===== config.mk =====
export PLATFORM = sky130hd
export DESIGN_NAME = efv_cell
export DESIGN_NICKNAME = d
export VERILOG_FILES = /design/src/hdl/efv_pkg.sv /design/src/hdl/efv_cell.sv
export SDC_FILE = /design/constraint.sdc
export NUM_CORES = 1
export LEC_CHECK = 0
export ABC_CLOCK_PERIOD_IN_PS = 7300
export BUFFER_PORTS_ARGS = -buffer_cell sky130_fd_sc_hd__buf_2
export CAP_MARGIN = 20
export CORE_MARGIN = 2
export CORE_UTILIZATION = 30
export CTS_CLUSTER_DIAMETER = 150
export DETAILED_ROUTE_END_ITERATION = 6
export GPL_ROUTABILITY_DRIVEN = 0
export PLACE_DENSITY = 0.59
export SETUP_SLACK_MARGIN = 0.05
export SLEW_MARGIN = 5
export SYNTH_ARGS = -nofsm -noshare
export SYNTH_HDL_FRONTEND = slang
export SYNTH_SLANG_ARGS = --single-unit

===== constraint.sdc =====
create_clock -name clk_i -period 7.3 [get_ports clk_i]
set_input_delay 1.46 -clock clk_i [delete_from_list [all_inputs] [get_ports clk_i]]
set_output_delay 1.46 -clock clk_i [all_outputs]
set_load 0.05 [all_outputs]

===== src/hdl/efv_pkg.sv =====
package efv_pkg;

  localparam int TAP_COUNT     = 9;
  localparam int COUNT_BITS    = 24;
  localparam int COEF_BITS     = 13;
  localparam int SUM_BITS      = COUNT_BITS + COEF_BITS;
  localparam int SCALE_BITS    = 32;
  localparam int HALF_BITS     = SCALE_BITS / 2;
  localparam int FRAC_BITS     = 16;
  localparam int POS_BITS      = COUNT_BITS + FRAC_BITS;
  localparam int VEL_BITS      = SUM_BITS + FRAC_BITS;
  localparam int POS_PROD_BITS = COUNT_BITS + SCALE_BITS + 1;
  localparam int VEL_PROD_BITS = SUM_BITS + HALF_BITS + 1;
  localparam int CFG_IDX_BITS  = 2;

  localparam logic [CFG_IDX_BITS-1:0] CFG_POSITION_SCALE = 2'd0;
  localparam logic [CFG_IDX_BITS-1:0] CFG_VELOCITY_SCALE = 2'd1;

  localparam logic signed [COEF_BITS-1:0] TAP_COEF [TAP_COUNT] = '{
    13'sd2727, 13'sd534, -13'sd2658, -13'sd795, 13'sd72,
    13'sd110, 13'sd19, -13'sd6, -13'sd3
  };

  typedef enum logic [1:0] {
    ST_IDLE,
    ST_SUM,
    ST_MUL,
    ST_OUT
  } state_e;

  typedef struct packed {
    logic shift;
    logic fill;
  } cell_ctrl_t;

endpackage


===== src/hdl/efv_cell.sv =====
module efv_cell (
  input  logic                                  clk_i,
  input  logic                                  rst_ni,
  input  efv_pkg::cell_ctrl_t                   ctrl_i,
  input  logic signed [efv_pkg::COUNT_BITS-1:0] count_i,
  input  logic signed [efv_pkg::COUNT_BITS-1:0] left_i,
  input  logic signed [efv_pkg::COEF_BITS-1:0]  coef_i,
  input  logic                                  tok_i,
  input  logic signed [efv_pkg::SUM_BITS-1:0]   psum_i,
  output logic signed [efv_pkg::COUNT_BITS-1:0] value_o,
  output logic                                  tok_o,
  output logic signed [efv_pkg::SUM_BITS-1:0]   psum_o
);
  import efv_pkg::*;

  logic signed [COUNT_BITS-1:0] value_q, value_d;
  logic                         tok_q;
  logic signed [SUM_BITS-1:0]   psum_q, psum_d;
  logic signed [SUM_BITS-1:0]   prod;

  always_comb begin
    value_d = value_q;
    if (ctrl_i.shift) begin
      value_d = ctrl_i.fill ? count_i : left_i;
    end
  end

  assign prod   = SUM_BITS'(value_q) * SUM_BITS'(coef_i);
  assign psum_d = psum_i + prod;

  always_ff @(posedge clk_i or negedge rst_ni) begin
    if (!rst_ni) begin
      value_q <= '0;
      tok_q   <= 1'b0;
    end else begin
      value_q <= value_d;
      tok_q   <= tok_i;
    end
  end

  always_ff @(posedge clk_i) begin
    if (tok_i) begin
      psum_q <= psum_d;
    end
  end

  assign value_o = value_q;
  assign tok_o   = tok_q;
  assign psum_o  = psum_q;

endmodule


After elaboration in Yosys (flattened, before gate mapping)
Index checks and enable logic that the tools add are counted.
{ "totals": {"ff_bits": 62, "input_bits": 103, "output_inout_bits": 62, "word_cells": 6} }
{ "classes": {"n_addsub": 1, "multipliers": 1, "muxes": 1} }
{ "ops": {"columns": ["operator", "n"], "rows": [
  ["adder 37 bit", 1],
  ["multiplier 24 x 13 -> 37 bit", 1],
  ["2-to-1 mux 24 bit", 1]
]} }

Logic depth before layout (Yosys ltp)
{ "logic_depth": {"depth_word": 2, "mapped_depth": 23} }

Least setup slack after synthesis
OpenSTA, ideal clock, no wires.
{ "synth_path": {"kind": "in2reg", "from": "input coef_i[12] (netlist name)", "to": "register psum_q[36] (netlist: psum_o[36]) (data pin)", "setup_ns": 0.158, "arrival_ns": 7.152, "required_ns": 7.142, "slack_ns": -0.010, "stages": 21, "cell_sequence": "clkinv_1 clkbuf_1 fa_1 inv_1 fa_1 fa_1 fa_1 fa_1 inv_1 fa_1 inv_1 ha_1 buf_6 a31o_1 a221o_1 or4b_1 a21oi_1 o31a_1 a211o_1 a2111o_1 o211ai_1"} }
{ "synth_between": {"elab_chain_len": 2} }
{ "synth_lines": {"columns": ["item", "line_no", "rtl"], "rows": [
  ["start, declared", "efv_cell.sv:7", "input logic signed [efv_pkg::COEF_BITS-1:0] coef_i,"],
  ["multiplier 24 x 13 -> 37 bit", "efv_cell.sv:28", "assign prod = SUM_BITS'(value_q) * SUM_BITS'(coef_i);"],
  ["adder 37 bit", "efv_cell.sv:29", "assign psum_d = psum_i + prod;"],
  ["net psum_d[36]", "efv_cell.sv:18", "logic signed [SUM_BITS-1:0] psum_q, psum_d;"],
  ["end signal, assigned", "efv_cell.sv:43", "psum_q <= psum_d;"],
  ["end, declared", "efv_cell.sv:18", null]
]} }
The timed path passes the listed nets, and every way through them passes these cells.
A chain may end at the register's enable or synchronous reset.

Final worst setup path
{ "layout_path": {"from": "input coef_i[8] (netlist name)", "to": "register psum_q[36] (netlist: psum_o[36]) (data pin)"} }
The elaborated chain is that of the path after synthesis.

==> flow_summary.json <==
{
  "layout.nets": 2305,
  "cts_hold_repair.buffers": 0,
  "final_layout_size_suffix_gt1_share_pct": 19.01,
  "postLayoutCellArea_sq_um": 17460,
  "finClkSkew_ns": 0.01059,
  "critPathLaunchType": "input port",
  "cts.sink_count": 62,
  "placement.cell_area_sq_um": 16930,
  "synth_flop_cell": "sky130_fd_sc_hd__edfxtp_1",
  "grt.overflow.total": 0,
  "yosysSeqAreaShare_pct": 11.97,
  "async_flop_share_pct": 40.32,
  "number_of_detailed_routing_iterations_run_before_antenna_repair": 5,
  "ys_warn_count": 0,
  "drcViolationCount": 0,
  "rsz_0062_raised_after_global_routing": "true",
  "rows": 80,
  "worstSetupEndpointType": "flip-flop",
  "die_x_um": 223.9,
  "timing.critical_path.fanout_max": 6,
  "worst-endpoint-arrival_ns": 7.35,
  "tritoncts_buffer_count": 9,
  "place_inst": 2377,
  "start_util_pct": 30.38,
  "die-height_um": 223.9,
  "synthToLayoutAreaGrowth_pct": 20.35,
  "cp_data_required_time_ns": 7.49,
  "final.period_utilization_pct": 98.06,
  "first_global_vias": 12360,
  "grt_first_pass_wirelength_um": 64480,
  "antenna_found_initial": 1,
  "diode_insertion_count_for_antenna_repair": 0,
  "htreeDepth": 3,
  "final.fill_count": 4816,
  "run_status": "completed",
  "layoutNonFillerInstCount": 2398,
  "detail_route.vias_per_cell": 4.656,
  "r2r_slack_ns": 0.56,
  "postRouteWirelength_um": 40000,
  "synthesis.nets": 2064,
  "hold_path_class": "reg2reg",
  "dieArea_sq_um": 50130,
  "critical_path_class": "in2reg",
  "ys_ff_latch": 62,
  "syn_area_per_cell_sq_um": 9.438,
  "synth-edff-count": 37,
  "detailroute.via_count": 11160,
  "synthesis.area_sq_um": 14510,
  "ios": 165,
  "bufs_on_longest_clock_path": 2,
  "detailedPlacementHpwl_um": 34060,
  "worst_setup_hold_path_clk_slew_ns": 0.06,
  "clkLatencyLatePin_ns": 0.36,
  "relSlewSlack_pct": 34.05,
  "count_of_final_setup_violators": 0,
  "postSynthCellCount": 1537,
  "timing.max_cap.violations": 0,
  "layout_commonest_cell": "sky130_fd_sc_hd__inv_1",
  "number_of_nets_with_antenna_violations_after_routing": 0,
  "worst_pin_slew_ns": 0.9892,
  "finalMaxSlewViolations": 0,
  "cts_tree": "done",
  "min_period_ns": 7.158,
  "io_buffers": 164,
  "placeableCoreArea_sq_um": 47750,
  "detail_route.iter0.violations": 522,
  "gr-usage-all-layers_pct": 16.79,
  "detailed_route_wire_length_per_cell_um": 16.68,
  "layout.cells.most_common_list": "sky130_fd_sc_hd__inv_1, sky130_fd_sc_hd__fa_1, sky130_fd_sc_hd__nand2_1, sky130_fd_sc_hd__buf_2, sky130_fd_sc_hd__buf_4",
  "final-hold-violation-count": 0,
  "max_clock_freq_mhz": 139.7,
  "ctsRootBufferMaster": "sky130_fd_sc_hd__clkbuf_16",
  "synth.lib_cells_used.distinct": 51,
  "grt_start_max_net_pins": 49
}
[metrics by stage]
| step | setup WS (ns) | hold slack [ns] | TNS (ns) | utilization, % |
|---|---|---|---|---|
| CTS | 0.06370 | 0.6830 | 0 | 36.09 |
| floorplan | 0.09720 | 0.8153 | 0 | - |
| finish | 0.1419 | 0.6762 | 0 | 36.56 |
| detailed placement | -0.4523 | 0.6711 | -2.739 | 35.46 |
| global route | -0.04292 | 0.7005 | -0.04723 | 36.56 |
| global placement | -0.3150 | 0.6510 | -1.924 | 35.46 |
[sequential cells by signal, summed over array words and instances (netlist names)]
signal,count
value_o,24
tok_o,1
psum_o,37
[Yosys cell counts (all sizes together), types with 5 or more instances]
| cell type | number | area [sq um] |
|---|---|---|
| nand2 | 193 | 724.4 |
| mux2i | 26 | 260.3 |
| xor2 | 12 | 105.1 |
| a211oi | 5 | 37.54 |
| o21ai | 20 | 100.1 |
| dfrtp | 25 | 625.6 |
| a21oi | 52 | 260.3 |
| a21o | 11 | 82.58 |
| nand3 | 7 | 35.03 |
| edfxtp | 37 | 1111 |
| inv | 387 | 1453 |
| clkbuf | 59 | 222.7 |
| nor3 | 7 | 35.03 |
| and2 | 113 | 706.9 |
| fa | 324 | 6486 |
| xnor2 | 31 | 271.5 |
| nand2b | 11 | 68.82 |
| a31oi | 7 | 43.79 |
| ha | 100 | 1251 |
| nor2 | 57 | 214.0 |
[final cells by class]
cell class	instances	area, sq um	share of cell area, %
inverter	388	1459	8.357
tap	615	769.5	4.408
clock buffer	12	246.5	1.412
sequential	62	1737	9.948
multi-input combinational	1025	11230	64.35
clock inverter	4	46.29	0.2652
timing repair buffer	292	1966	11.26
[per-layer routing]
layer	global-route usage, %	part of all wire [%]	vias to the layer above
met2	31.63	54	333
met5	0	0	-
li1	-	-	5042
met4	4.129	2.0	0
met3	2.335	5.0	52
met1	20.01	39	5737
[repair_timing]
item                       CTS  global route
setup buffers                0             5
pin swaps                    1            16
setup endpoints to repair    3             9
resized for setup            3            48
[worst max-delay path, cell delays in order]
cell	delay, ns
sky130_fd_sc_hd__buf_2	0.14
sky130_fd_sc_hd__and2_4	0.17
sky130_fd_sc_hd__fa_1	0.52
sky130_fd_sc_hd__inv_2	0.05
sky130_fd_sc_hd__fa_1	0.53
sky130_fd_sc_hd__inv_1	0.05
sky130_fd_sc_hd__fa_1	0.50
sky130_fd_sc_hd__fa_1	0.42
sky130_fd_sc_hd__fa_1	0.52
sky130_fd_sc_hd__inv_1	0.06
sky130_fd_sc_hd__fa_1	0.49
sky130_fd_sc_hd__inv_2	0.05
sky130_fd_sc_hd__ha_4	0.21
sky130_fd_sc_hd__buf_4	0.12
sky130_fd_sc_hd__a31o_1	0.19
sky130_fd_sc_hd__a221o_1	0.34
sky130_fd_sc_hd__or4b_4	0.23
sky130_fd_sc_hd__a21oi_4	0.04
sky130_fd_sc_hd__o31a_1	0.34
sky130_fd_sc_hd__buf_4	0.15
sky130_fd_sc_hd__a211o_1	0.31
sky130_fd_sc_hd__a2111o_1	0.36
sky130_fd_sc_hd__o211ai_1	0.10
[cells by family after synthesis]
family                   share of synthesized area, %
AO/OA/AOI/OAI                                   5.253
AND/OR/NAND/NOR                                 13.33
adder cells (fa/ha/maj)                         53.34
multiplexers                                    1.794
buffers and inverters                           11.71
flip-flops                                      11.97
XOR/XNOR                                        2.596
[final timing paths]
kind,startpoint,end,cells after the start
setup reg to reg,value_o[12],psum_o[36],21
min in group asynchronous,rst_ni,value_o[1],1
setup / recovery,coef_i[8],psum_o[36],23
hold / removal,value_o[21],value_o[21],2
hold reg to reg,value_o[21],value_o[21],2
max in group asynchronous,rst_ni,value_o[19],1
Power is not shown: default switching activity piles up to over one toggle a cycle in this logic, so the estimate is an artifact.
